$ cat config.mk
export PLATFORM = sky130hd
export DESIGN_NAME = qau_clip
export DESIGN_NICKNAME = d
export VERILOG_FILES = /design/src/design/qau_pkg.sv /design/src/design/qau_clip.sv
export SDC_FILE = /design/constraint.sdc
export NUM_CORES = 1
export LEC_CHECK = 0
export BUFFER_PORTS_ARGS = -buffer_cell sky130_fd_sc_hd__buf_2
export CELL_PAD_IN_SITES_DETAIL_PLACEMENT = 1
export CELL_PAD_IN_SITES_GLOBAL_PLACEMENT = 1
export CORE_MARGIN = 3
export CORE_UTILIZATION = 32
export DETAILED_ROUTE_END_ITERATION = 6
export PLACE_DENSITY_LB_ADDON = 0.3
export SYNTH_ARGS = -nofsm -noshare
export SYNTH_HDL_FRONTEND = slang
export SYNTH_SLANG_ARGS = --single-unit
export TNS_END_PERCENT = 10
$ cat constraint.sdc
create_clock -name clk -period 3.25 [get_ports clk]
set_input_delay 0.4875 -clock clk [delete_from_list [all_inputs] [get_ports clk]]
set_output_delay 0.4875 -clock clk [all_outputs]
set_load 0.005 [all_outputs]
$ cat src/design/qau_pkg.sv
package qau_pkg;

  // number format
  localparam int DATA_WIDTH = 16;
  localparam int FRAC_BITS  = 14;

  // first multiply rank: a times b (b widened by one bit for the conjugate)
  localparam int PROD_W     = 2 * DATA_WIDTH + 1;
  localparam int ACC_W      = PROD_W + 2;
  localparam int LANE_RAW_W = 2 * DATA_WIDTH + 3 - FRAC_BITS;
  localparam int LANE_W     = (LANE_RAW_W > DATA_WIDTH + 1) ? LANE_RAW_W : DATA_WIDTH + 1;

  // second multiply rank: a times t for the rotation
  localparam int RPROD_W    = DATA_WIDTH + LANE_W;
  localparam int RACC_W     = RPROD_W + 2;
  localparam int OUT_RAW_W  = RACC_W - FRAC_BITS + 1;
  localparam int OUT_W      = (OUT_RAW_W > LANE_W + 1) ? OUT_RAW_W : LANE_W + 1;

  // component positions inside a quaternion
  localparam logic [1:0] IDX_W = 2'd0;
  localparam logic [1:0] IDX_X = 2'd1;
  localparam logic [1:0] IDX_Y = 2'd2;
  localparam logic [1:0] IDX_Z = 2'd3;

  typedef enum logic [1:0] {
    FUNC_MUL     = 2'd0,
    FUNC_MULCONJ = 2'd1,
    FUNC_ROTATE  = 2'd2,
    FUNC_RECTIFY = 2'd3
  } func_t;

  typedef logic signed [DATA_WIDTH-1:0] data_t;
  typedef logic [3:0][DATA_WIDTH-1:0]   quat_t;
  typedef logic [2:0][DATA_WIDTH-1:0]   vec_t;
  typedef logic [3:0][LANE_W-1:0]       lane_vec_t;
  typedef logic [3:0][OUT_W-1:0]        wide_vec_t;

  typedef struct packed {
    func_t     func;
    quat_t     a;
    vec_t      v;
    lane_vec_t lane;
  } lane_pl_t;

  localparam data_t DATA_MAX = {1'b0, {(DATA_WIDTH - 1){1'b1}}};
  localparam data_t DATA_MIN = {1'b1, {(DATA_WIDTH - 1){1'b0}}};

  localparam logic signed [ACC_W-1:0]  ACC_HALF  = ACC_W'(1) << (FRAC_BITS - 1);
  localparam logic signed [RACC_W-1:0] RACC_HALF = RACC_W'(1) << (FRAC_BITS - 1);

endpackage

$ cat src/design/qau_clip.sv
module qau_clip import qau_pkg::*; (
  input  logic      clk,
  input  logic      rst,
  input  logic      in_valid,
  output logic      in_ready,
  input  wide_vec_t in_r,
  output logic      out_valid,
  input  logic      out_ready,
  output quat_t     out_r,
  output logic      out_sat
);

  localparam logic signed [OUT_W-1:0] OUT_MAX = OUT_W'(DATA_MAX);
  localparam logic signed [OUT_W-1:0] OUT_MIN = OUT_W'(DATA_MIN);

  logic signed [OUT_W-1:0] val;
  quat_t                   r_next;
  logic                    sat_next;

  assign in_ready = !out_valid || out_ready;

  always_comb begin
    val      = '0;
    sat_next = 1'b0;
    for (int k = 0; k < 4; k++) begin
      val = $signed(in_r[k]);
      if (val > OUT_MAX) begin
        r_next[k] = DATA_MAX;
        sat_next  = 1'b1;
      end else if (val < OUT_MIN) begin
        r_next[k] = DATA_MIN;
        sat_next  = 1'b1;
      end else begin
        r_next[k] = DATA_WIDTH'(val);
      end
    end
  end

  always_ff @(posedge clk) begin
    if (rst) begin
      out_valid <= 1'b0;
    end else if (in_ready) begin
      out_valid <= in_valid;
    end
  end

  always_ff @(posedge clk) begin
    if (in_ready && in_valid) begin
      out_r   <= r_next;
      out_sat <= sat_next;
    end
  end

endmodule

==> results of run 1 <==
cell type report:
type	instances	area share (%)
Tap cell	105	3.310
Clock inverter	7	2.932
Timing Repair Buffer	175	22.13
Multi-Input combinational cell	104	18.73
Inverter	1	0.09458
Clock buffer	9	3.121
Sequential cell	66	49.68
sequential cells by signal (all words and copies together), names as in the netlist:
| register | cells |
|---|---|
| out_r | 64 |
| out_sat | 1 |
| out_valid | 1 |
power groups by stage:
| stage | clock network, mW | logic [mW] | registers, mW |
|---|---|---|---|
| final | 0.832 | 0.230 | 1.02 |
| after global routing | 0.896 | 0.255 | 1.02 |
| after CTS | 0.859 | 0.235 | 1.02 |
| after detailed placement | 0 | 0.234 | 1.04 |
| after global placement | 0 | 0.225 | 1.03 |
| after floorplan | 0 | 0.0784 | 1.04 |
layer usage:
| layer | GRT usage, % | vias up | part of all wire (%) | wire length [um] |
|---|---|---|---|---|
| li1 | - | 1070 | - | - |
| met1 | 17.65 | 1066 | 36 | 2831 |
| met2 | 28.15 | 94 | 54 | 4202 |
| met3 | 6.016 | 6 | 8.6 | 665 |
| met4 | 4.097 | 0 | 0.81 | 63 |
| met5 | 0 | - | 0 | 0 |
how the worst max path moves through the flow:
stage / startpoint / cells after the start / slack [ns] / endpoint
after CTS: in_r[73] / 5 / 1.26 / out_sat
final: in_r[73] / 5 / 1.26 / out_sat
after global placement: in_r[73] / 5 / 0.94 / out_sat
after floorplan: out_ready / 2 / 0.64 / out_r[0]
after global routing: in_r[46] / 5 / 1.08 / out_r[30]
after detailed placement: in_r[73] / 5 / 0.89 / out_sat
logic make-up after synthesis:
logic type | after synthesis
simple gates | 39
compound gates | 61
flops | 66
buf+inv | 13
mux | 4
per-stage QoR:
step	utilization (%)	total power, mW	area (um2)	cells
global route	47.82	2.173	3969	467
global placement	44.93	1.257	3729	451
finish	47.82	2.077	3969	467
floorplan	-	1.123	2765	183
detailed placement	44.93	1.269	3729	451
CTS	47.82	2.111	3969	467
critical path: stages:
cell and delay (ns):
buf_2 0.11, or4_4 0.53, nor4_2 0.29, mux2i_1 0.13
or4_1 0.52
placed cells by master (no fill, tap or decap):
master | netlist | routed
buf_2 | 2 | 174
edfxtp_1 | 65 | 65
o21a_1 | 45 | 45
a21o_1 | 15 | 15
clkbuf_8 | 0 | 9
or4_1 | 8 | 8
nand4_1 | 8 | 8
nand2b_1 | 5 | 5
nor2_1 | 4 | 4
nand2_1 | 4 | 4
nor3_1 | 4 | 4
mux2i_1 | 4 | 4
bufinv_16 | 0 | 3
nor4_1 | 2 | 2
nor4_2 | 2 | 2
and2_2 | 0 | 1
or4_4 | 1 | 1
inv_1 | 1 | 1
a21oi_1 | 1 | 1
inv_6 | 0 | 1
clkinv_1 | 0 | 1
clkinv_4 | 0 | 1
clkinv_2 | 0 | 1
dfxtp_1 | 1 | 1
buf_4 | 0 | 1
==> flow_summary.ini, run 1 <==
[outcome]
outcome = finished clean

[power_and_ir_drop]
internal_power_mw = 1.627
p_sw_mw = 0.4503
pwr-share-seq_pct = 48.9
combPwrFrac_pct = 11.1
power-per-cell-area_nw_per_um2 = 523.4
leakage_nw = 1.715
ir_worst_vdd_v = 0.0002043
p_clk_share_pct = 40.1
switching_share_pct = 21.68

[die]
num_io_pins = 175
fp-row-count = 33
fp.dieH_um = 98.96
coreArea_um2 = 8299
dieArea_um2 = 9792
initial_core_util_pct = 33.32
dieWidth_um = 98.96

[clock_tree]
htree_num_levels = 3
holdBufCountCts = 0
cts_tree = done
numCtsBuffers = 9
cts_root_buf = clkbuf_8
clk_latency_ns = 0.33
path_clk_slew_ns = 0.08
clock-sinks = 66
cts_setup_buffers = 0
clockBufferDepth = 2
ctsResizeCount = 0

[yosys]
ys_ff_latch = 66
synth_top_area_share_pct = 70.59
ys_seq_area_share_pct = 71.31
ys_top_cells_by_area = edfxtp_1 71%, o21a_1 12%, a21o_1 4.1%, or4_1 2.2%, nand4_1 1.8%
synth_async_sr_flop_share_pct = 0
ys.warnings.count = 0
synth_xor_area_share_pct = 0
synth_largest_area_cell = edfxtp_1
synth_most_common_cell = edfxtp_1
synthCells = 183
synth_compound_area_share_pct = 16.47
syn_nets = 291
synth_top_cells_by_count = 65 x edfxtp_1, 45 x o21a_1, 15 x a21o_1
synthSimpleGateAreaFrac_pct = 8.914
synth_top_family_by_area = compound AO/OA/AOI/OAI gates
synth_area_um2 = 2765
synth_flop_cell = edfxtp_1
synthAdderAreaFrac_pct = 0
synth_edf_count = 65
yosysUniqueCellTypes = 19
avgSynthCellArea_um2 = 15.11
synthMuxAreaShare_pct = 1.448

[timing]
fin_worst_skew_ns = 0.009348
drv_slew = 0
fmax_mhz = 501.4
relSlewSlack_pct = 29.16
hold_viol_final = 0
period_share_pct = 61.37
fin_hold_ws_ns = 0.2961
worstMarginPinSlew_ns = 1.059
min_period_ns = 1.995
rsz0062_at_grt = false
setup_tns_ns = 0
finalSetupViolCount = 0
fin_ws_ns = 1.256

[placed_design]
place_hpwl_um = 5904
io_buffers = 174
gp_congestion = 0.7303
pre_cts_ws_ns = 0.8927

[finish]
regArea_um2 = 1972
nFillCells = 937
insertedDiodeCount = 0
drive_gt1_share_pct = 53.59
num-nets-final = 465
syn2layout_area_growth_pct = 43.53
multi_input_area_um2 = 743.2

[worst_setup_path]
reg2regPathDepth = 3
end_kind = register
reg2reg_from = out_valid
rrSetupSlack_ns = 1.61
cp_max_fo = 2
cp.required_ns = 3.32
cp-start-kind = primary input
path_class = primary input to register
cp.arrival_ns = 2.07
rr_endpoint = out_r[0]

[min_path]
worst_hold_path.num_cells = 2
holdCritPathClass = primary input to register
min_from = rst
min_to = out_valid

[global_route]
overflow = 0
grt_max_degree = 66
groute.usage.overall_pct = 15.79
grt_pass1_vias = 2355
grt_pass1_wl_um = 11940
antenna_found_initial = 0

[routing]
firstDrtPassIters = 4
postRouteAntennaNets = 0
drt-initial-drc-count = 46
wl_um = 7762
num_vias = 2236
drc = 0
wl_per_cell_um = 16.62
viasPerCell = 4.788

[job]
maxCapViolations = 0
Power figures use the tool's default switching activity.
==> run 2: changes to the inputs <==
--- a/config.mk
+++ b/config.mk
@@ -5,11 +5,12 @@
 export SDC_FILE = /design/constraint.sdc
 export NUM_CORES = 1
 export LEC_CHECK = 0
+export ABC_AREA = 1
 export BUFFER_PORTS_ARGS = -buffer_cell sky130_fd_sc_hd__buf_2
 export CELL_PAD_IN_SITES_DETAIL_PLACEMENT = 1
 export CELL_PAD_IN_SITES_GLOBAL_PLACEMENT = 1
 export CORE_MARGIN = 3
-export CORE_UTILIZATION = 32
+export CORE_UTILIZATION = 31
 export DETAILED_ROUTE_END_ITERATION = 6
 export PLACE_DENSITY_LB_ADDON = 0.3
 export SYNTH_ARGS = -nofsm -noshare
==> constraint.sdc (replaced) <==
create_clock -name clk -period 1.93 [get_ports clk]
set_input_delay 0.2895 -clock clk [delete_from_list [all_inputs] [get_ports clk]]
set_output_delay 0.2895 -clock clk [all_outputs]
set_load 0.005 [all_outputs]
==> run 2 against run 1 <==
- area after synthesis up 3.8%
- hold slack worse by 0.20 ns
- non-clock buffer count up 8
- cell count up 22%
- total power up 56%
- clock power up 37%
- synthesized cell count up 51%
- sequential share of layout area down 1.4 points
- core utilization down 1.7 points
- clock-buffer cell count unchanged
- largest cell class unchanged
- largest power group unchanged
==> flow_summary.ini, run 2 <==
[min_path]
worst_hold_path.num_cells = 2
min_from = rst
min_to = out_valid
holdCritPathClass = primary input to register

[worst_setup_path]
rrSetupSlack_ns = 0.71
reg2regPathDepth = 2
reg2reg_from = out_valid
cp_max_fo = 3
rr_endpoint = out_r[4]
cp-start-kind = register
cp.arrival_ns = 0.96
path_class = register to output pin
cp.required_ns = 1.64
end_kind = output pin

[routing]
postRouteAntennaNets = 0
wl_um = 8024
drc = 0
wl_per_cell_um = 14.03
drt-initial-drc-count = 58
num_vias = 2555
viasPerCell = 4.467
firstDrtPassIters = 4

[die]
fp.dieH_um = 102.2
dieWidth_um = 102.2
coreArea_um2 = 8848
initial_core_util_pct = 32.42
fp-row-count = 34
num_io_pins = 175
dieArea_um2 = 10440

[placed_design]
placed_area_um2 = 3887
gp_congestion = 0.8004
pre_cts_ws_ns = 0.4844
io_buffers = 174
place_hpwl_um = 6311

[yosys]
syn_nets = 385
synth_most_common_cell = nand2_1
synth_top_area_share_pct = 68.03
ys_seq_area_share_pct = 68.73
synth_top_cells_by_count = 150 x nand2_1, 65 x edfxtp_1, 28 x nor2_1
synth_flop_cell = edfxtp_1
avgSynthCellArea_um2 = 10.36
ys.warnings.count = 0
synthCells = 277
synth_largest_area_cell = edfxtp_1
ys_ff_latch = 66
synth_edf_count = 65
yosysUniqueCellTypes = 16
synth_async_sr_flop_share_pct = 0
synth_area_um2 = 2869
ys_top_cells_by_area = edfxtp_1 68%, nand2_1 20%, nor2_1 3.7%, buf_4 1.8%, o21bai_2 1.6%

[timing]
hold_viol_final = 0
setup_tns_ns = 0
fin_worst_skew_ns = 0.007114
relSlewSlack_pct = 76.52
rsz0062_at_grt = false
min_period_ns = 1.247
drv_slew = 0
period_share_pct = 64.61
fin_ws_ns = 0.6831
worstMarginPinSlew_ns = 0.3522
fmax_mhz = 802.0
finalSetupViolCount = 0

[finish]
utilization_pct = 46.13
num-nets-final = 567
largest_register_ffs = 64
drive_gt1_share_pct = 44.61
final_common_cell = buf_2
top_register = out_r
reg.largest.list = out_r (64), out_sat (1), out_valid (1)
syn2layout_area_growth_pct = 42.26
layout_common_cells = 174 x buf_2, 150 x nand2_1, 65 x edfxtp_1
fin_area_um2 = 4081
insertedDiodeCount = 0

[clock_tree]
holdBufCountCts = 0
ctsResizeCount = 0
numCtsBuffers = 9
cts_setup_buffers = 0
path_clk_slew_ns = 0.08
cts_root_buf = clkbuf_8
clk_latency_ns = 0.34
clockBufferDepth = 2
clock-sinks = 66
htree_num_levels = 3
cts_tree = done

[power_and_ir_drop]
power_mw = 3.250
switching_share_pct = 24.17
power-per-cell-area_nw_per_um2 = 796.3
p_clk_share_pct = 34.9
ir_worst_vdd_v = 0.0002621
pwr-share-seq_pct = 52.3
leakage_nw = 1.901
p_sw_mw = 0.7855
combPwrFrac_pct = 12.7
internal_power_mw = 2.465

[outcome]
outcome = finished clean

[global_route]
grt_pass1_wl_um = 12020
grt_max_degree = 66
antenna_found_initial = 0
overflow = 0
groute.usage.overall_pct = 15.12
grt_pass1_vias = 2570

[job]
maxCapViolations = 0
[run 2: cell count changes after synthesis, moves of 6 or more]
| cell | change |
|---|---|
| a21o_1 | -15 |
| o21a_1 | -45 |
| buf_4 | +7 |
| nand2_1 | +146 |
| clkbuf_1 | -6 |
| nor2_1 | +24 |
| nand4_1 | -7 |
| or4_1 | -8 |
[run 2: final cells by class]
class	count	area, um2
inverter	3	11.26
timing repair buffer	183	950.9
clock inverter	7	70.07
clock buffer	9	123.9
fill	1089	4767
tap	108	135.1
sequential	66	1972
multi-input combinational	196	818.3
[run 2: power groups by stage]
stage	clock network (mW)	registers, mW	logic (mW)
after floorplan	0	1.75	0.156
after global placement	0	1.73	0.407
after detailed placement	0	1.73	0.423
after CTS	1.18	1.70	0.424
after global routing	1.23	1.71	0.470
final	1.14	1.70	0.414
[run 2: cell families after synthesis]
family                 count (synthesis)  share of synthesized area, %
AOI/OAI and AO/OA                      7                         2.486
DFF                                   66                         68.73
and+or+nand+nor                      189                         25.64
buffers and inverters                 15                         3.140
[run 2: critical path, stage by stage (launching register included)]
cell,delay [ns]
dfxtp_1,0.40
nand2_1,0.09
buf_2,0.13
[run 2: worst max path at each step]
stage,startpoint,end,slack (ns),cells past startpoint
floorplan,out_ready,out_r[0],0.05,2
global placement,in_r[48],out_sat,0.55,8
CTS,out_valid,in_ready,0.66,2
finish,out_valid,in_ready,0.68,2
global route,out_valid,in_ready,0.63,2
detailed placement,in_r[48],out_sat,0.48,8
[run 2: metal layers]
metal	share of wire, %	vias up	GRT usage (%)
li1	-	1267	-
met1	38	1175	17.09
met2	52	99	26.29
met3	7.3	14	4.300
met4	2.3	0	7.164
met5	0	-	0
[run 2: per-stage QoR]
stage	hold WS, ns	std cells
final	0.09295	572
after floorplan	0.3586	277
after CTS	0.07121	572
after global placement	0.4463	556
after global routing	0.06996	572
after detailed placement	0.4467	556
==> run 3: changes to the inputs <==
==> constraint.sdc (replaced) <==
create_clock -name clk -period 1.2 [get_ports clk]
set_input_delay 0.18 -clock clk [delete_from_list [all_inputs] [get_ports clk]]
set_output_delay 0.18 -clock clk [all_outputs]
set_load 0.005 [all_outputs]
==> run 3 against run 2 <==
- clock power is 61% higher
- worst setup slack lost 0.59 ns
- hold slack lost 0.040 ns
- sequential share of layout area decreased by 0.71 points
- global-route usage is 0.36 points higher
- final area rose by 1.6%
- first-iteration DRC count is 33% higher
==> flow_summary.ini, run 3 (synthesis gave the netlist of run 2 again) <==
[global_route]
grt_pass1_vias = 2542
groute.usage.overall_pct = 15.48
grt_pass1_wl_um = 12320
grt_max_degree = 34
antenna_found_initial = 0
overflow = 0

[die]
num_io_pins = 175
fp.dieH_um = 102.2
dieWidth_um = 102.2
dieArea_um2 = 10440
coreArea_um2 = 8848
initial_core_util_pct = 32.42
fp-row-count = 34

[routing]
viasPerCell = 4.419
drc = 0
postRouteAntennaNets = 0
wl_um = 8104
firstDrtPassIters = 5
wl_per_cell_um = 14.09
drt-initial-drc-count = 77
num_vias = 2541

[timing]
rsz0062_at_grt = false
drv_slew = 0
relSlewSlack_pct = 87.19
fmax_mhz = 907.0
fin_worst_skew_ns = 0.01005
worstMarginPinSlew_ns = 0.1917
hold_viol_final = 0
min_period_ns = 1.103
fin_hold_ws_ns = 0.05333
finalSetupViolCount = 0
setup_tns_ns = 0
period_share_pct = 91.88

[finish]
top_register = out_r
reg.largest.list = out_r (64), out_sat (1), out_valid (1)
nFillCells = 1058
num-nets-final = 570
largest_register_ffs = 64
fin_area_um2 = 4145
layout_common_cells = 174 x buf_2, 150 x nand2_1, 65 x edfxtp_1
fin_cells = 575
insertedDiodeCount = 0
syn2layout_area_growth_pct = 44.48
final_common_cell = buf_2
drive_gt1_share_pct = 44.97

[placed_design]
place_hpwl_um = 6347
io_buffers = 174
placed_area_um2 = 3941
gp_congestion = 0.7149
dp.cells = 558

[worst_setup_path]
cp.arrival_ns = 1.13
crit_chain = a21oi_4 -> buf_12
path_class = register to register
cp-start-kind = register
cp.required_ns = 1.22
cpLargestDelayFamily = flip-flops
crit_slowest_cell = dfxtp_2
end_kind = register
rrSetupSlack_ns = 0.1
crit_path_max_incr_delay_ns = 0.35
cp_max_fo = 32
crit_buf_inv = 1

[power_and_ir_drop]
pwr-share-seq_pct = 52.0
switching_share_pct = 24.35
p_sw_mw = 1.283
power_mw = 5.269
leakage_nw = 1.928
ir_worst_vdd_v = 0.0006721
power-per-cell-area_nw_per_um2 = 1271
combPwrFrac_pct = 13.2
p_clk_share_pct = 34.9
internal_power_mw = 3.986

[clock_tree]
cts_root_buf = clkbuf_8
numCtsBuffers = 9
cts_tree = done
path_clk_slew_ns = 0.08
clockBufferDepth = 2
htree_num_levels = 3
clock-sinks = 66
clk_latency_ns = 0.33

[min_path]
holdCritPathClass = primary input to register

[job]
maxCapViolations = 0

[outcome]
outcome = finished clean
==> run 3: worst paths after layout <==
path                     to  cells past startpoint      start
setup / recovery  out_r[15]                      2  out_valid
hold / removal    out_r[31]                      1   in_r[51]
setup reg to reg  out_r[15]                      2  out_valid
hold reg to reg   out_valid                      2  out_valid
==> run 3: worst register-to-register path, stage by stage, from the launching register on <==
cell and delay, ns:
dfxtp_2 0.35, a21oi_4 0.19, buf_12 0.24
==> run 3: power groups by stage <==
stage | clock network [mW] | logic, mW | registers [mW]
after global placement | 0 | 0.681 | 2.79
after global routing | 2.00 | 0.790 | 2.75
after CTS | 1.89 | 0.710 | 2.74
final | 1.84 | 0.693 | 2.74
after floorplan | 0 | 0.252 | 2.81
after detailed placement | 0 | 0.706 | 2.79
==> run 3: per-layer routing <==
layer  wire length [um]  GRT usage, %
met3                631         3.686
met2               4247         26.84
met4                 70         5.449
met5                  0             0
met1               3155         18.82
==> run 3: layout make-up <==
type | instances | area, um2 | area share, %
Timing Repair Buffer | 186 | 1013 | 24.45
Sequential cell | 66 | 1973 | 47.60
Inverter | 3 | 11.26 | 0.2717
Tap cell | 108 | 135.1 | 3.260
Clock buffer | 9 | 123.9 | 2.988
Multi-Input combinational cell | 196 | 818.3 | 19.74
Clock inverter | 7 | 70.07 | 1.690
==> run 3: what timing repair did <==
action / CTS / global route
hold buffers: 1 / 0
gates resized for setup: 0 / 0
buffers inserted: 0 / 0
hold endpoints to repair: 1 / 0
==> run 3: per-stage QoR <==
stage               utilization, %  setup slack (ns)
detailed placement           44.54          -0.01480
finish                       46.85           0.09741
global placement             44.54           0.02525
floorplan                        -           -0.6632
global route                 46.85           0.03213
CTS                          46.85           0.08339
